[config.mk]
export PLATFORM = sky130hd
export DESIGN_NAME = bsa_ctrl
export DESIGN_NICKNAME = d
export VERILOG_FILES = /design/src/rtl/bsa_pkg.sv /design/src/rtl/bsa_ctrl.sv
export SDC_FILE = /design/constraint.sdc
export NUM_CORES = 1
export LEC_CHECK = 0
export BUFFER_PORTS_ARGS = -buffer_cell sky130_fd_sc_hd__buf_2
export CORE_ASPECT_RATIO = 1.4
export CORE_MARGIN = 1.5
export CORE_UTILIZATION = 55
export DETAILED_ROUTE_END_ITERATION = 10
export HOLD_SLACK_MARGIN = 0.03
export PLACE_DENSITY = 0.86
export SLEW_MARGIN = 20
export SYNTH_ARGS = -nofsm -noshare
export SYNTH_HDL_FRONTEND = slang
export SYNTH_SLANG_ARGS = --single-unit
export TNS_END_PERCENT = 20
[constraint.sdc]
create_clock -name clk -period 4.6 [get_ports clk]
set_input_delay 0.23 -clock clk [delete_from_list [all_inputs] [get_ports clk]]
set_output_delay 0.23 -clock clk [all_outputs]
set_load 0.01 [all_outputs]
[src/rtl/bsa_pkg.sv]
// ----------------------------------------------------------------------------
// bsa_pkg
// shared types and constants for the bounded shift array
// ----------------------------------------------------------------------------
package bsa_pkg;

  localparam int DEPTH_DEFAULT = 64;

  localparam int OP_W      = 4;
  localparam int IDX_W     = 7;
  localparam int VAL_W     = 64;
  localparam int CNT_OUT_W = 7;
  localparam int ERR_W     = 3;

  // stream payload widths, padded to whole bytes
  localparam int S_TDATA_W = 80;
  localparam int M_TDATA_W = 80;

  typedef enum logic [OP_W-1:0] {
    OP_PUSH      = 4'd0,
    OP_POP       = 4'd1,
    OP_INSERT    = 4'd2,
    OP_ERASE     = 4'd3,
    OP_CLEAR     = 4'd4,
    OP_RESIZE    = 4'd5,
    OP_READ_CHK  = 4'd6,
    OP_READ_RAW  = 4'd7,
    OP_WRITE_RAW = 4'd8
  } op_t;

  typedef enum logic [ERR_W-1:0] {
    ERR_OK    = 3'd0,
    ERR_INDEX = 3'd1,
    ERR_FULL  = 3'd2,
    ERR_EMPTY = 3'd3,
    ERR_SIZE  = 3'd4
  } err_t;

  // command broadcast from the control unit to every cell
  typedef struct packed {
    logic             en;   // update enable: accepted item with no error
    op_t              op;
    logic [IDX_W-1:0] idx;
  } cmd_t;

endpackage

[src/rtl/bsa_ctrl.sv]
// ----------------------------------------------------------------------------
// bsa_ctrl
// op decode, bounds checks and the live count register
// ----------------------------------------------------------------------------
module bsa_ctrl #(
  parameter int DEPTH = bsa_pkg::DEPTH_DEFAULT
) (
  input  logic                              clk,
  input  logic                              rst,
  input  logic                              accept,
  input  logic [bsa_pkg::OP_W-1:0]          op,
  input  logic [bsa_pkg::IDX_W-1:0]         idx,
  output bsa_pkg::cmd_t                     cmd,
  output bsa_pkg::err_t                     err,
  output logic                              rd_ok,
  output logic [$clog2(DEPTH+1)-1:0]        cnt,
  output logic [$clog2(DEPTH+1)-1:0]        cnt_next
);
  import bsa_pkg::*;

  localparam int CW   = $clog2(DEPTH + 1);
  localparam int CMPW = (CW > IDX_W) ? CW : IDX_W;
  localparam logic [CMPW-1:0] DEPTH_E = CMPW'(DEPTH);

  op_t             op_dec;
  logic [CMPW-1:0] idx_e;
  logic [CMPW-1:0] cnt_e;

  assign op_dec = op_t'(op);
  assign idx_e  = CMPW'(idx);
  assign cnt_e  = CMPW'(cnt);

  always_comb begin
    err      = ERR_OK;
    rd_ok    = 1'b0;
    cnt_next = cnt;
    case (op_dec)
      OP_PUSH: begin
        if (cnt_e >= DEPTH_E) err = ERR_FULL;
        else                  cnt_next = cnt + CW'(1);
      end
      OP_POP: begin
        if (cnt == '0) err = ERR_EMPTY;
        else           cnt_next = cnt - CW'(1);
      end
      OP_INSERT: begin
        // index check wins over fullness
        if (idx_e >= cnt_e)        err = ERR_INDEX;
        else if (cnt_e >= DEPTH_E) err = ERR_FULL;
        else                       cnt_next = cnt + CW'(1);
      end
      OP_ERASE: begin
        if (idx_e >= cnt_e) err = ERR_INDEX;
        else                cnt_next = cnt - CW'(1);
      end
      OP_CLEAR: begin
        cnt_next = '0;
      end
      OP_RESIZE: begin
        if (idx_e > DEPTH_E) err = ERR_SIZE;
        else                 cnt_next = CW'(idx_e);
      end
      OP_READ_CHK: begin
        if (idx_e >= cnt_e || idx_e >= DEPTH_E) err = ERR_INDEX;
        else                                    rd_ok = 1'b1;
      end
      OP_READ_RAW: begin
        if (idx_e >= DEPTH_E) err = ERR_INDEX;
        else                  rd_ok = 1'b1;
      end
      OP_WRITE_RAW: begin
        if (idx_e >= DEPTH_E) err = ERR_INDEX;
      end
      default: begin
      end
    endcase
  end

  assign cmd.en  = accept && (err == ERR_OK);
  assign cmd.op  = op_dec;
  assign cmd.idx = idx;

  always_ff @(posedge clk) begin
    if (rst) begin
      cnt <= '0;
    end else if (accept) begin
      cnt <= cnt_next;
    end
  end

  a_cnt_bound: assert property (@(posedge clk) disable iff (rst)
    CMPW'(cnt) <= DEPTH_E)
    else $error("live count above capacity");

  a_err_keeps_cnt: assert property (@(posedge clk) disable iff (rst)
    accept && err != ERR_OK |=> cnt == $past(cnt))
    else $error("failed item changed the count");

  a_rd_no_err: assert property (@(posedge clk) disable iff (rst)
    rd_ok |-> err == ERR_OK && (op_dec == OP_READ_CHK || op_dec == OP_READ_RAW))
    else $error("read enable on a failing or non-read item");

endmodule

* Word-level counts from Yosys, hierarchy flattened
Index checks and enable logic that the tools add are counted.
** Storage, ports and cells
- Register bits after elaboration :: 7
- Input port bits :: 14
- Output and inout port bits :: 30
- Word-level logic and storage cells :: 38
** Cells by class
- Add/subtract/negate cells :: 2
- $lt $le $gt $ge :: 4
- Equal/unequal tests :: 8
- Mux-type cells :: 17
- Reduce and logical (&&, ||, !) cells :: 6
** Operators by type and width (number)
- 7-bit one-hot mux with 6 select lines :: 1
- 7-bit two-way mux :: 5
- 3-bit one-hot mux with 7 select lines :: 1
- 4-bit by 3-bit equality test with 1-bit output (second input constant) :: 4
- 7-bit greater-or-equal comparator (second input constant) :: 2
- 4-bit by 2-bit equality test with 1-bit output (second input constant) :: 2
- 7-bit by 1-bit adder with 7-bit output (second input constant) :: 1
- 7-bit greater-or-equal comparator :: 1
- 7-bit greater-than comparator (second input constant) :: 1
- 7-bit zero test :: 1
- 7-bit by 1-bit subtractor with 7-bit output (second input constant) :: 1
- 2-bit two-way mux :: 3
- 1-bit two-way mux :: 5
- 4-bit by 1-bit equality test with 1-bit output (second input constant) :: 1
- 4-bit equality test (second input constant) :: 1
- 4-bit zero test :: 1
- 3-bit zero test :: 1
- 3-bit two-way mux :: 1
- 1-bit one-hot mux with 2 select lines :: 1
- 2-bit OR reduction :: 1
- 1-bit logical AND :: 1
- 1-bit logical OR :: 1

* Longest topological paths before layout
- Depth in word-level cells :: 6
- Mapped depth :: 9
- Depth with buffers taken out :: 8

* Worst setup path before layout
Ideal clock, no wire load.
- Kind :: register to output
- From :: register cnt[2]
- To :: output cnt_next[6]
- Arrival time :: 2.342 ns
- Required time :: 4.370 ns
- Setup slack :: 2.028 ns
- Stages on the path, launching flop included :: 10
- Buffers on the path :: 1
- Path through :: dfxtp_1 buf_2 inv_1 ha_1 a21oi_1 o21ai_1 a211o_4 or3_1 and3_4 a22oi_1
** On the way
- Cells in the longest elaborated chain, start to end :: 4
- Elaborated cells between the ends (all ways) :: 10
- Those cells by class :: add/sub: 2; order compare: 2; mux: 5; reduce/logical: 1
** RTL lines
- start, declared :: line bsa_ctrl.sv:16 : output logic [$clog2(DEPTH+1)-1:0] cnt,
- start signal, assigned :: line bsa_ctrl.sv:87 : cnt <= cnt_next;
- 7-bit by 1-bit adder with 7-bit output or 7-bit greater-or-equal comparator (tied branches)
- 7-bit two-way mux :: line bsa_ctrl.sv:39, bsa_ctrl.sv:49
- 7-bit two-way mux :: line bsa_ctrl.sv:48 : if (idx_e >= cnt_e) err = ERR_INDEX;
- 7-bit one-hot mux with 6 select lines (*) :: line bsa_ctrl.sv:37 : case (op_dec)
- end, declared :: line bsa_ctrl.sv:17 : output logic [$clog2(DEPTH+1)-1:0] cnt_next
Every way passes the cells marked *; elsewhere a longest branch is shown, timed or not.

* Final worst setup path
- From :: register cnt[6]
- To :: output cnt_next[4]
** On the way
- Cells in the longest elaborated chain, start to end :: 4
- Elaborated cells between the ends (all ways) :: 8
- Those cells by class :: order compare: 2; mux: 5; reduce/logical: 1
** RTL lines (line)
- 7-bit greater-or-equal comparator :: bsa_ctrl.sv:39, bsa_ctrl.sv:49
- 7-bit two-way mux :: bsa_ctrl.sv:39, bsa_ctrl.sv:49
- 7-bit two-way mux :: bsa_ctrl.sv:48
- 7-bit one-hot mux with 6 select lines (*) :: bsa_ctrl.sv:37
Marked as above.

==> key figures <==
Worst setup path
  – Worst Path Class, Setup: reg2out
  – Maximum fanout along the worst path: 11
  – Data arrival time of the critical path: 2970 ps
  – Data required time of the critical path: 4370 ps
  – Type of destination of the critical path: primary output
  – Critical path cell sequence: inv_2 > ha_1 > and4_1 > nand2_1 > o211ai_1 > nor2_1 > a221oi_1 > o21ai_0 > buf_2
  – Peak per-stage delay on the critical path: 590 ps
  – Type of element launching the critical path: flop
  – Cell type group with the largest total delay on the critical path: compound AO/OA/AOI/OAI gates
  – Crit path buffers/inverters: 2
  – Cell with the largest stage delay on the worst path: sky130_fd_sc_hd__dfxtp_1

Route
  – ANT nets after route: 0
  – Initial detailed-routing violation count: 81
  – Routed via count: 1,546
  – DRC violations left: 3
  – Post-detailed-route wirelength per cell: 18.5 microns
  – Pre-Repair DR Iteration Count: 7
  – Number of vias per cell: 6.81
  – Total detailed-routing wirelength: 4190 microns

Layout
  – Most flops, register: cnt
  – Area delta synth->final: 9.19%
  – Number of diodes added for antenna fixing: 0
  – Non-filler instance count after layout: 227
  – Number of flip-flops in the largest register: 7
  – Share of layout cells above drive strength 1: 30.2%
  – Number of nets in the layout: 229
  – Registers with the most flip-flops: cnt x7
  – Final core utilization: 65.4%

Logic synthesis
  – Instance count of the mapped netlist: 178
  – Synth Area per Inst: 7.49 sq um
  – Netlist cell types: 62
  – Register area share after synthesis: 10.5%
  – Share of flip-flops with an asynchronous set or reset: 0%
  – Share of the synthesized netlist area taken by xor and xnor gates: 3.28%
  – Number of warning messages in the yosys log: 0
  – Number of flops mapped to enable cells by yosys: 0
  – Synthesized-area fraction occupied by and/or/nand/nor cells: 28.2%
  – Most instantiated flip-flop cell in the synthesis netlist: sky130_fd_sc_hd__dfxtp_1
  – #FFs+latches synth: 7
  – Fraction of the mapped netlist area in compound gates: 34.1%
  – Post-synthesis net count: 201
  – Combinational family with the most area after synthesis: compound AO/OA/AOI/OAI gates
  – Multiplexer fraction of the synthesized cell area: 0.844%
  – Post-Synthesis Cell Area: 1330 sq um
  – Fraction of the mapped netlist area in adder cells: 8.44%

Power
  – Static leakage: 0.667 nW
  – Total power after layout: 285 uW
  – Power density of the placed cells: 195 nW/um^2
  – Maximum VDD drop: 0.118 mV

Outcome
  – Violations in the final reports: DRC
  – Status: finished with violations

Die
  – DIE AREA: 2730 sq um
  – Chip height: 61.3 microns
  – Initial core utilization: 59.9%
  – Number of cell rows: 20
  – Core region area: 2230 sq um
  – X dimension of the die: 44.6 microns
  – IO Pins: 44

Clocking
  – Cts bufs inserted: 3
  – Post_cts resized: 0
  – Clock Latency Late Sink: 270 ps
  – Clk sink count: 7
  – Cts hold-fix bufs: 0
  – Level count of the clock H-tree: 1
  – Clock-pin slew on the worst setup and hold paths: 60 ps
  – Buffers inserted by post-CTS timing repair: 0
  – Maximum buffer depth of the clock tree: 2
  – CTS root buf: sky130_fd_sc_hd__clkbuf_4
  – CTS tree: built

Placement
  – Routability-driven placement congestion ratio: 0.936
  – Worst-case setup slack after placement: 1770 ps
  – Placed wire-length estimate after detailed placement: 3310 microns
  – Count of buffers inserted at the top-level ports: 43
  – Placed cell count: 223

Timing
  – Worst setup slack after layout: 1400 ps
  – Worst rel slew slack: 50.7%
  – Number of hold violations in the final report: 0
  – Setup Total Neg Slack: 0 ps
  – Final worst path period need: 3200 ps
  – Final Cycle Share: 69.6%
  – Clock Skew: 1.01 ps
  – RSZ-0062 raised after global routing: no
  – Final setup viols: 0
  – Slew of the pin with the lowest slew margin: 730 ps
  – Number of max-slew violations in the final report: 0
  – F_max: 312 MHz

Global route
  – Largest net degree at the start of global routing: 13
  – Number of antenna violations at the first check in global routing: 0
  – Global-route congestion overflow total: 0
  – Vias in the first global route: 1,470
  – Global-route wire length before repair: 6820 microns
  – Total Routing Usage GR: 33.6%

Hold path
  – Classification of the worst-slack hold path: in2reg

Run
  – Max_cap viols: 0
==> per-stage QoR <==
step | instance area (sq um) | hold WS [ps]
4_1_cts | 1460 | 235
2_1_floorplan | 1330 | 346
3_5_place_dp | 1430 | 518
5_1_grt | 1460 | 257
3_3_place_gp | 1430 | 515
6_report | 1460 | 236
==> report_power, final <==
group | internal, mW | switching [mW] | leakage, nW
sequential | 0.0641 | 0.00988 | 0.0569
clock | 0.0336 | 0.0304 | 0.0150
combinational | 0.0588 | 0.0878 | 0.595
==> cells by family after synthesis <==
group,count (synthesis)
compound gates,60
mux,1
simple gates,63
fa+ha+maj,9
flops,7
buf+inv,33
xor+xnor,5
==> cell usage in the layout (no fill, tap or decap), types with 2 or more instances in the layout <==
cell / instances
sky130_fd_sc_hd__buf_2: 43
sky130_fd_sc_hd__nand2_1: 15
sky130_fd_sc_hd__a21oi_1: 12
sky130_fd_sc_hd__inv_1: 11
sky130_fd_sc_hd__ha_1: 9
sky130_fd_sc_hd__nor2_1: 8
sky130_fd_sc_hd__nor3_1: 7
sky130_fd_sc_hd__o21ai_0: 7
sky130_fd_sc_hd__dfxtp_1: 7
sky130_fd_sc_hd__nand3_1: 6
sky130_fd_sc_hd__xnor2_1: 5
sky130_fd_sc_hd__nand2b_1: 4
sky130_fd_sc_hd__o22ai_1: 4
sky130_fd_sc_hd__o21ai_1: 3
sky130_fd_sc_hd__nand4_1: 3
sky130_fd_sc_hd__o21a_1: 3
sky130_fd_sc_hd__nor4_1: 3
sky130_fd_sc_hd__a31oi_1: 3
sky130_fd_sc_hd__clkbuf_4: 3
sky130_fd_sc_hd__nor2b_1: 2
sky130_fd_sc_hd__a222oi_1: 2
sky130_fd_sc_hd__a221oi_1: 2
sky130_fd_sc_hd__or3_1: 2
sky130_fd_sc_hd__a211oi_1: 2
sky130_fd_sc_hd__a21o_1: 2
sky130_fd_sc_hd__a22oi_1: 2
sky130_fd_sc_hd__o32ai_1: 2
==> path summary, 6_finish.rpt <==
kind	slack, ps	start	cells past startpoint	to
setup / recovery	1400	cnt[6]	9	cnt_next[4]
hold / removal	240	accept	2	cnt[6]
setup reg to reg	1860	cnt[6]	8	cnt[2]
hold reg to reg	650	cnt[0]	2	cnt[0]
==> cell type report <==
cell class                      instances  area [sq um]
Timing Repair Buffer                   43           215
Clock buffer                            4          26.3
Sequential cell                         7           140
Fill cell                             213           771
Multi-Input combinational cell        138           998
Inverter                               13          48.8
Tap cell                               22          27.5
==> layer usage <==
metal / vias up / track usage (%) / wire, microns
li1: 720 / - / -
met1: 728 / 38.0 / 1630
met2: 82 / 61.3 / 2150
met3: 16 / 5.28 / 266
met4: 0 / 14.3 / 149
met5: - / 0 / 0
==> cell usage after synthesis (all sizes together) (2+ instances only) <==
cell type  count  share of area (%)
a21o           2                1.1
a21oi         12                4.5
nand2         16                4.7
nand2b         4                1.9
o32ai          2                1.3
buf           19                 11
o21ai         10                3.8
nand3          7                3.0
inv           12                3.4
o21a           3                1.7
a31oi          3                1.4
nor3           7                2.6
a22oi          2                1.1
and3           2                1.3
xnor2          5                3.3
nor4           5                3.9
dfxtp          7                 11
a211o          2                2.0
or3            2               0.94
ha             9                8.4
nor2b          3                2.0
a222oi         2                1.5
o31ai          2                1.5
a211oi         3                2.1
nor2           9                3.1
nand4          3                1.4
o22ai          4                1.9
a221oi         2                1.3
No activity file was read; power rests on OpenSTA's default activity.
