## config.mk

```make
export PLATFORM = sky130hd
export DESIGN_NAME = bsa_cell
export DESIGN_NICKNAME = d
export VERILOG_FILES = /design/src/rtl/bsa_pkg.sv /design/src/rtl/bsa_cell.sv
export SDC_FILE = /design/constraint.sdc
export NUM_CORES = 1
export LEC_CHECK = 0
export ABC_CLOCK_PERIOD_IN_PS = 2600
export CORE_MARGIN = 5
export CORE_UTILIZATION = 30
export CTS_CLUSTER_SIZE = 20
export DETAILED_ROUTE_END_ITERATION = 16
export DONT_BUFFER_PORTS = 1
export PLACE_DENSITY_LB_ADDON = 0.1
export SYNTH_ARGS = -nofsm -noshare
export SYNTH_HDL_FRONTEND = slang
export SYNTH_SLANG_ARGS = --single-unit
```

## constraint.sdc

```tcl
create_clock -name clk -period 2.6 [get_ports clk]
set_input_delay 0.39 -clock clk [delete_from_list [all_inputs] [get_ports clk]]
set_output_delay 0.39 -clock clk [all_outputs]
set_load 0.02 [all_outputs]
```

## src/rtl/bsa_pkg.sv

```systemverilog
// ----------------------------------------------------------------------------
// bsa_pkg
// shared types and constants for the bounded shift array
// ----------------------------------------------------------------------------
package bsa_pkg;

  localparam int DEPTH_DEFAULT = 64;

  localparam int OP_W      = 4;
  localparam int IDX_W     = 7;
  localparam int VAL_W     = 64;
  localparam int CNT_OUT_W = 7;
  localparam int ERR_W     = 3;

  // stream payload widths, padded to whole bytes
  localparam int S_TDATA_W = 80;
  localparam int M_TDATA_W = 80;

  typedef enum logic [OP_W-1:0] {
    OP_PUSH      = 4'd0,
    OP_POP       = 4'd1,
    OP_INSERT    = 4'd2,
    OP_ERASE     = 4'd3,
    OP_CLEAR     = 4'd4,
    OP_RESIZE    = 4'd5,
    OP_READ_CHK  = 4'd6,
    OP_READ_RAW  = 4'd7,
    OP_WRITE_RAW = 4'd8
  } op_t;

  typedef enum logic [ERR_W-1:0] {
    ERR_OK    = 3'd0,
    ERR_INDEX = 3'd1,
    ERR_FULL  = 3'd2,
    ERR_EMPTY = 3'd3,
    ERR_SIZE  = 3'd4
  } err_t;

  // command broadcast from the control unit to every cell
  typedef struct packed {
    logic             en;   // update enable: accepted item with no error
    op_t              op;
    logic [IDX_W-1:0] idx;
  } cmd_t;

endpackage

```

## src/rtl/bsa_cell.sv

```systemverilog
// ----------------------------------------------------------------------------
// bsa_cell
// one storage slot of the array, shifts with its neighbors on insert/erase
// ----------------------------------------------------------------------------
module bsa_cell #(
  parameter int DEPTH = bsa_pkg::DEPTH_DEFAULT,
  parameter int POS   = 0
) (
  input  logic                              clk,
  input  logic                              rst,
  input  bsa_pkg::cmd_t                     cmd,
  input  logic [$clog2(DEPTH+1)-1:0]        cnt,
  input  logic [bsa_pkg::VAL_W-1:0]         value,
  input  logic [bsa_pkg::VAL_W-1:0]         prev,
  input  logic [bsa_pkg::VAL_W-1:0]         next,
  output logic [bsa_pkg::VAL_W-1:0]         word
);
  import bsa_pkg::*;

  localparam int CW   = $clog2(DEPTH + 1);
  localparam int CMPW = (CW > IDX_W) ? CW : IDX_W;
  localparam logic [CMPW-1:0] POS_E  = CMPW'(POS);
  localparam logic [CMPW-1:0] POS_P1 = CMPW'(POS + 1);

  logic [CMPW-1:0]  idx_e;
  logic [CMPW-1:0]  cnt_e;
  logic [VAL_W-1:0] word_next;

  assign idx_e = CMPW'(cmd.idx);
  assign cnt_e = CMPW'(cnt);

  always_comb begin
    word_next = word;
    if (cmd.en) begin
      case (cmd.op)
        OP_PUSH: begin
          if (POS_E == cnt_e) word_next = value;
        end
        OP_POP: begin
          if (POS_P1 == cnt_e) word_next = '0;
        end
        OP_INSERT: begin
          if (POS_E == idx_e) begin
            word_next = value;
          end else if (POS_E > idx_e && POS_E <= cnt_e) begin
            word_next = prev;
          end
        end
        OP_ERASE: begin
          // old last word stays put beyond the new count
          if (POS_E >= idx_e && POS_P1 < cnt_e) begin
            word_next = next;
          end else if (POS_E == idx_e) begin
            word_next = '0;
          end
        end
        OP_CLEAR: begin
          if (POS_E < cnt_e) word_next = '0;
        end
        OP_WRITE_RAW: begin
          if (POS_E == idx_e) word_next = value;
        end
        default: begin
        end
      endcase
    end
  end

  always_ff @(posedge clk) begin
    if (rst) begin
      word <= '0;
    end else begin
      word <= word_next;
    end
  end

endmodule

```

# Yosys cells after proc, flatten, opt, wreduce, memory -nomap -nowiden
# Index checks and enable logic that the tools add are counted.
# word_totals
input_bits	213
wordCells	34
out_inout_bits	64
register_bits	64
# classes
n_reduce_logical	7
magnitude_cmp	5
n_eq_ne	12
muxes	9
# op_table
operator	n
$mux W64	8
$pmux W64 S6	1
$logic_not A7 Y1	2
$lt A1 B7 Y1 const A	2
$eq A4 B2 Y1 const B	2
$ne A2 B2 Y1 const B	4
$reduce_and A8 Y1	1
$eq A1 B7 Y1 const A	1
$ge A1 B7 Y1 const A	1
$gt A1 B7 Y1 const A	1
$le A1 B7 Y1 const A	1
$ne A3 B3 Y1 const B	2
$reduce_bool A6 Y1	1
$eq A4 B1 Y1 const B	1
$eq A4 B3 Y1 const B	1
$eq A4 B4 Y1 const B	1
$logic_not A4 Y1	1
$logic_and A1 B1 Y1	2

# Depth between registers and ports, before layout
# Gate-level depths: netlist of run 1.
# depth
ltp_word	5
mapped_depth	7
mapped_depth_nobuf	5

# Worst setup path after synthesis of run 1
# Ideal clock, no wire load.
# synth_path
kind	input to register
start	input cmd[10] in the netlist's numbering
end	register word[0] in the netlist's numbering
cell_stages	6
slack_ps	711
required_time_ps	2467
arrival_time_ps	1755
path_buffers	2
path_cell_list	or4b_2 > and2_1 > buf_2 > buf_6 > a31oi_1 > a311oi_1
# synth_between
elab_chain_len	3
word_cells_on_any_way	15
classes_between	11 x eq/ne; 1 x mux; 3 x reduce/logical
# synth_rtl
element	line	text
start, declared	bsa_cell.sv:11	input bsa_pkg::cmd_t cmd,
$eq A4 B4 Y1, or another cell as far along	bsa_cell.sv:35	case (cmd.op)
$reduce_bool A6 Y1 (no line), or another cell as far along	-	
$reduce_and A8 Y1 (no line)	-	
end signal, assigned	bsa_cell.sv:73	word <= word_next;
end, declared	bsa_cell.sv:16	output logic [bsa_pkg::VAL_W-1:0] word
# Parallel ways exist; a longest one is shown, timed or not.
# A chain may end at the register's enable or synchronous reset.

# Final worst setup path of run 1
# layout_path
start	input cmd[10] in the netlist's numbering
end	register word[13] in the netlist's numbering
# The elaborated chain is that of the path after synthesis.

==> results of run 1 <==
## metal layers
metal  track usage  vias up  part of all wire
met2         0.330      298              0.46
met1         0.276     2357              0.40
met4        0.0795        0             0.024
li1              -     2166                 -
met3        0.0639       26              0.12
met5             0        -                 0
## synthesized netlist by cell type
cell type / instances / area [um2]
a21oi_1: 130 / 651
a31oi_1: 65 / 407
a311oi_1: 64 / 561
dfxtp_1: 64 / 1280
nand3_1: 64 / 320
o211ai_1: 64 / 480
clkbuf_1: 34 / 128
buf_2: 25 / 125
buf_6: 12 / 135
buf_1: 10 / 37.5
and2_1: 3 / 18.8
nor2_1: 3 / 11.3
nor3_1: 3 / 15.0
nor4_4: 2 / 42.5
a211oi_4: 1 / 20.0
a22oi_1: 1 / 7.51
buf_4: 1 / 7.51
clkbuf_2: 1 / 5.00
inv_1: 1 / 3.75
nand2_2: 1 / 6.26
nand2b_1: 1 / 6.26
nand4b_1: 1 / 8.76
nor4b_1: 1 / 8.76
o21a_1: 1 / 7.51
o221a_1: 1 / 11.3
or3_1: 1 / 6.26
or3b_2: 1 / 8.76
or4b_2: 1 / 10.0
## cell type report
class                   instances  area share
clock buffers                  13      0.0549
clock inverters                 1     0.00110
inverters                       1    0.000824
multi-input cells             409       0.577
well taps                     184      0.0505
flip-flops and latches         64       0.281
repair buffers                 16      0.0346
## through the flow
| step | utilization | cells | worst slack, ns | cell area (um2) | power (mW) |
|---|---|---|---|---|---|
| floorplan | - | 557 | 0.711 | 4330 | 1.43 |
| global placement | 0.299 | 674 | 0.459 | 4300 | 1.50 |
| detailed placement | 0.299 | 674 | 0.450 | 4300 | 1.50 |
| CTS | 0.317 | 688 | 0.813 | 4560 | 2.62 |
| global route | 0.317 | 688 | 0.617 | 4560 | 2.70 |
| finish | 0.317 | 688 | 0.756 | 4560 | 2.59 |
## how the worst max path moves through the flow
stage / from / end / slack [ns] / depth (start not counted)
floorplan: cmd[10] / word[0] / 0.71 / 6
global placement: cnt[6] / word[27] / 0.46 / 6
detailed placement: cnt[6] / word[27] / 0.45 / 6
CTS: cmd[10] / word[21] / 0.81 / 6
global route: cmd[2] / word[60] / 0.62 / 6
finish: cmd[10] / word[13] / 0.76 / 6
## where the power goes
| group | switching [mW] | internal, mW | leakage (nW) | total (mW) |
|---|---|---|---|---|
| logic | 0.260 | 0.141 | 0.609 | 0.401 |
| registers | 0.0649 | 1.01 | 0.519 | 1.08 |
| clock network | 0.449 | 0.661 | 0.126 | 1.11 |
## worst max-delay path, cell delays in order
cell	delay, ns
or4b_2	0.68
buf_4	0.39
nand3_1	0.18
a21oi_1	0.05
a31oi_1	0.20
a311oi_1	0.11
## cell families (layout without fill, tap and decap cells)
logic type | after synthesis | count (layout) | share of synthesized area
compound gates | 327 | 327 | 0.495
buf+inv | 84 | 31 | 0.102
flops | 64 | 64 | 0.296
simple gates | 82 | 82 | 0.107
==> flow_summary_export.csv, run 1 <==
group,metric,value,unit
clock_tree,h-tree-depth,3,
synthesis,synth_cell_types,28,
layout,largest_register_ff_count,64,
clock_tree,cts_buffer_depth,2,
detailed_routing,wirelength,19300,um
die,fp.dieW,130,um
sta,setup_viol,0,
clock_tree,clock_latency,0.33,ns
die,core-area,14400,um2
clock_tree,root_buffer,"clkbuf_16",
grt,grt_overflow,0,
job,drv_cap,0,
detailed_routing,vias_per_cell,7.05,
synthesis,yosysSeqAreaShare,0.296,
sta,fin_crit_sh,0.709,
die,io_pins,277,
sta,fin_skew,0,ns
grt,grt_max_degree,129,
layout,layout_commonest_cell,"a21oi_1",
clock_tree,clock_sinks,64,
sta,post-route-min-period,1.84,ns
sta,max_freq,542,MHz
synthesis,syn_inst,557,
power_and_ir_drop,power_density,568,nW/um2
critical_path,r2r_setup_slack,1.66,ns
sta,drv_slew,0,
critical_path,worstSetupPathType,"in2reg",
layout,layout_common_cells,"a21oi_1, a31oi_1",
hold_path,hp-class,"in2reg",
synthesis,syn_area,4330,um2
layout,drive_above_1_share,0.0774,
grt,grt_pass1_vias,4700,
clock_tree,cts_tree,"built",
detailed_routing,first_iter_violations,337,
critical_path,critical_path.max_fanout,64,
layout,nNetsFinal,714,
placement,gp_congestion,0.801,
die,start_util,0.301,
sta,finalHoldViolCount,0,
outcome,status,"completed",
detailed_routing,drcViolationCount,0,
critical_path,cp.required,2.78,ns
critical_path,cp-end-kind,"flip-flop",
synthesis,yosys_register_bits,64,
synthesis,ys.warnings.count,0,
hold_path,min_from,"rst",
sta,slew_headroom,0.482,
power_and_ir_drop,ir_drop,0.269,mV
clock_tree,cts_made_buffers,9,
layout,multi_input_area,2630,um2
clock_tree,hold_buffers,0,
power_and_ir_drop,p_leak,1.25,nW
placement,dp_hpwl,12100,um
critical_path,r2r_cells,2,
sta,timing.hold.ws,0.127,ns
layout,antenna_cells,0,
die,die_y,130,um
grt,antenna_found_initial,0,
sta,rsz0062_at_grt,"no",
critical_path,start_kind,"input port",
layout,reg.largest.list,"word: 64 flops",
critical_path,r2r_start,"word[20]",
detailed_routing,antenna_left,0,
layout,seq_area,1280,um2
detailed_routing,drt_pass1_iterations,5,
detailed_routing,routed-via-count,4847,
layout,area_growth,5.20,%
die,std_cell_rows,44,
synthesis,syn_nets,770,
synthesis,syn_avg_cell_area,7.77,um2
die,dieArea,16900,um2
sta,fin_setup_tns,0,ns
clock_tree,path_clk_slew,0.05,ns
placement,io_buffer_count,0,
layout,largest-register,"word",
critical_path,critPathArrivalTime,2.02,ns
critical_path,r2r_end,"word[20]",
grt,grt_first_pass_wirelength,27900,um
clock_tree,post_cts_resized,0,
hold_path,whs_path_depth,1,
detailed_routing,drt-wirelength-per-cell,28.0,um
sta,tightest_slew,0.776,ns
hold_path,hold_end,"word[61]",
grt,grtUsageTotal,0.212,
clock_tree,cts_setup_buffers,0,
layout,nFillCells,1527,
(Power assumes the default switching activity.)
==> run 2, diff against run 1 <==
- ABC_AREA: unset -> 1
- ABC_CLOCK_PERIOD_IN_PS: 2600 -> 1600
- clock period: 2.6 -> 1.6 ns (I/O delays scaled with it)
==> flow_summary_export.csv, run 2 <==
group,metric,value,unit
grt,grt_overflow,0,
layout,largest-register,"word",
layout,design_area,6030,um2
synthesis,synth_top_cells_by_count,"nand2_1, inv_1, nor2_1, nand3_1",
clock_tree,cts_buffer_depth,2,
synthesis,synth_area_leaders,"dfxtp_1, nand2_1, inv_1",
die,start_util,0.307,
placement,place_area,5720,um2
synthesis,syn_inst,1011,
detailed_routing,antenna_left,0,
hold_path,hold_end,"word[0]",
power_and_ir_drop,finalPower,4.75,mW
critical_path,start_kind,"input port",
clock_tree,hold_buffers,0,
die,core-area,17300,um2
clock_tree,h-tree-depth,3,
detailed_routing,drt-wirelength-per-cell,15.3,um
detailed_routing,wirelength,18600,um
sta,tightest_slew,0.368,ns
grt,grt_max_degree,65,
layout,area_growth,13.6,%
grt,antenna_found_initial,0,
detailed_routing,drt_pass1_iterations,4,
die,io_pins,277,
layout,antenna_cells,0,
sta,fin_skew,0,ns
layout,final_cell_count_no_fill,1220,
sta,rsz0062_at_grt,"no",
die,die_y,143,um
synthesis,syn_area,5310,um2
critical_path,cp-end-kind,"flip-flop",
sta,fin_crit_sh,0.777,
detailed_routing,routed-via-count,5707,
synthesis,async_reset_ff_frac,0,
layout,reg.largest.list,"word: 64 flops",
clock_tree,cts_tree,"built",
placement,io_buffer_count,0,
clock_tree,cts_setup_buffers,0,
placement,dp_hpwl,14000,um
job,drv_cap,0,
synthesis,yosys.area.top_type,"dfxtp_1",
clock_tree,cts_made_buffers,9,
critical_path,r2r_setup_slack,0.78,ns
clock_tree,clock_sinks,64,
layout,nNetsFinal,1203,
grt,grt_first_pass_wirelength,28700,um
clock_tree,path_clk_slew,0.06,ns
synthesis,synth_most_common_cell,"nand2_1",
critical_path,critPathArrivalTime,1.46,ns
sta,finalHoldViolCount,0,
sta,setup_viol,0,
layout,drive_above_1_share,0.0623,
detailed_routing,drcViolationCount,0,
critical_path,r2r_cells,4,
critical_path,r2r_end,"word[35]",
die,std_cell_rows,48,
sta,post-route-min-period,1.24,ns
synthesis,synth-edff-count,0,
grt,grt_pass1_vias,5458,
synthesis,syn_avg_cell_area,5.25,um2
power_and_ir_drop,power_density,788,nW/um2
outcome,status,"completed",
synthesis,synth-main-ff-cell,"dfxtp_1",
clock_tree,clock_latency,0.33,ns
layout,layout_commonest_cell,"nand2_1",
layout,nFillCells,2069,
synthesis,yosysSeqAreaShare,0.241,
sta,drv_slew,0,
grt,grtUsageTotal,0.174,
clock_tree,root_buffer,"clkbuf_16",
sta,max_freq,804,MHz
critical_path,r2r_start,"word[35]",
power_and_ir_drop,ir_drop,0.461,mV
synthesis,synth_cell_types,17,
detailed_routing,first_iter_violations,241,
hold_path,whs_path_depth,4,
power_and_ir_drop,p_leak,3.39,nW
critical_path,worstSetupPathType,"in2reg",
synthesis,synth_top_area_frac,0.241,
placement,gp_congestion,0.804,
layout,largest_register_ff_count,64,
hold_path,hp-class,"in2reg",
die,dieArea,20400,um2
placement,place_inst,1204,
synthesis,yosys_register_bits,64,
synthesis,ys.warnings.count,0,
hold_path,min_from,"value[0]",
die,fp.dieW,143,um
detailed_routing,vias_per_cell,4.68,
clock_tree,post_cts_resized,0,
critical_path,cp.required,1.82,ns
critical_path,critical_path.max_fanout,60,
sta,fin_setup_tns,0,ns
synthesis,syn_nets,1224,
layout,layout_common_cells,"nand2_1, inv_1, nor2_1, nand3_1",
sta,slew_headroom,0.755,
run 2: cell types whose count changed in the layout (fill, tap and decap cells not counted), sizes merged, moves of 17 or more:
cell,previous run,this run
a31oi,65,0
nand3,64,133
nand2,1,334
a21oi,130,2
a311oi,64,0
nand4,0,64
o211ai,64,0
inv,1,203
nor2,3,145
buf,16,33
run 2: kinds of logic (layout without fill, tap and decap cells):
family / Yosys count / in the layout / synth area share
DFF: 64 / 64 / 0.241
and+or+nand+nor: 676 / 676 / 0.543
AOI/OAI and AO/OA: 3 / 3 / 0.00542
buffers and inverters: 268 / 252 / 0.210
run 2: per-layer routing:
metal	vias to the layer above	wire, um	global-route usage
met5	-	0	0
met4	0	242	0.0465
met3	15	2160	0.0794
met2	220	8420	0.286
met1	2473	7810	0.207
li1	2999	-	-
run 2: layout make-up:
cell class,count,area [um2],share of cell area
multi-input combinational,679,2930,0.487
sequential,64,1280,0.213
inverter,203,762,0.126
timing repair buffer,33,460,0.0764
tap,225,282,0.0467
clock buffer,11,253,0.0419
clock inverter,5,55.1,0.00914
run 2: stage by stage:
stage                      util  worst slack [ns]  hold slack (ns)
final                     0.348             0.356            0.157
after global routing      0.348             0.200            0.159
after CTS                 0.348             0.363            0.139
after detailed placement  0.331            0.0127            0.498
after global placement    0.331          0.000976            0.497
after floorplan               -             0.230            0.423
run 2: how the worst max path moves through the flow:
stage             from       end  slack [ns]
2_1_floorplan   cnt[1]  word[12]        0.23
3_3_place_gp   cmd[10]  word[14]       0.001
3_5_place_dp    cnt[6]  word[10]        0.01
4_1_cts         cnt[6]  word[10]        0.36
5_1_grt         cnt[3]  word[10]        0.20
6_report        cnt[6]  word[10]        0.36
run 2: critical path, cell delays in order:
cell and delay [ns]:
nor2_1 0.16, nand2_1 0.08, nor2_1 0.13, nor2_1 0.06, nor2_1 0.16, nand3_4 0.16, buf_12 0.23, nor2_1 0.16
nor2_1 0.06
run 2: power by group:
| group | switching [mW] | internal [mW] |
|---|---|---|
| registers | 0.230 | 1.71 |
| logic | 0.463 | 0.308 |
| clock network | 0.755 | 1.29 |
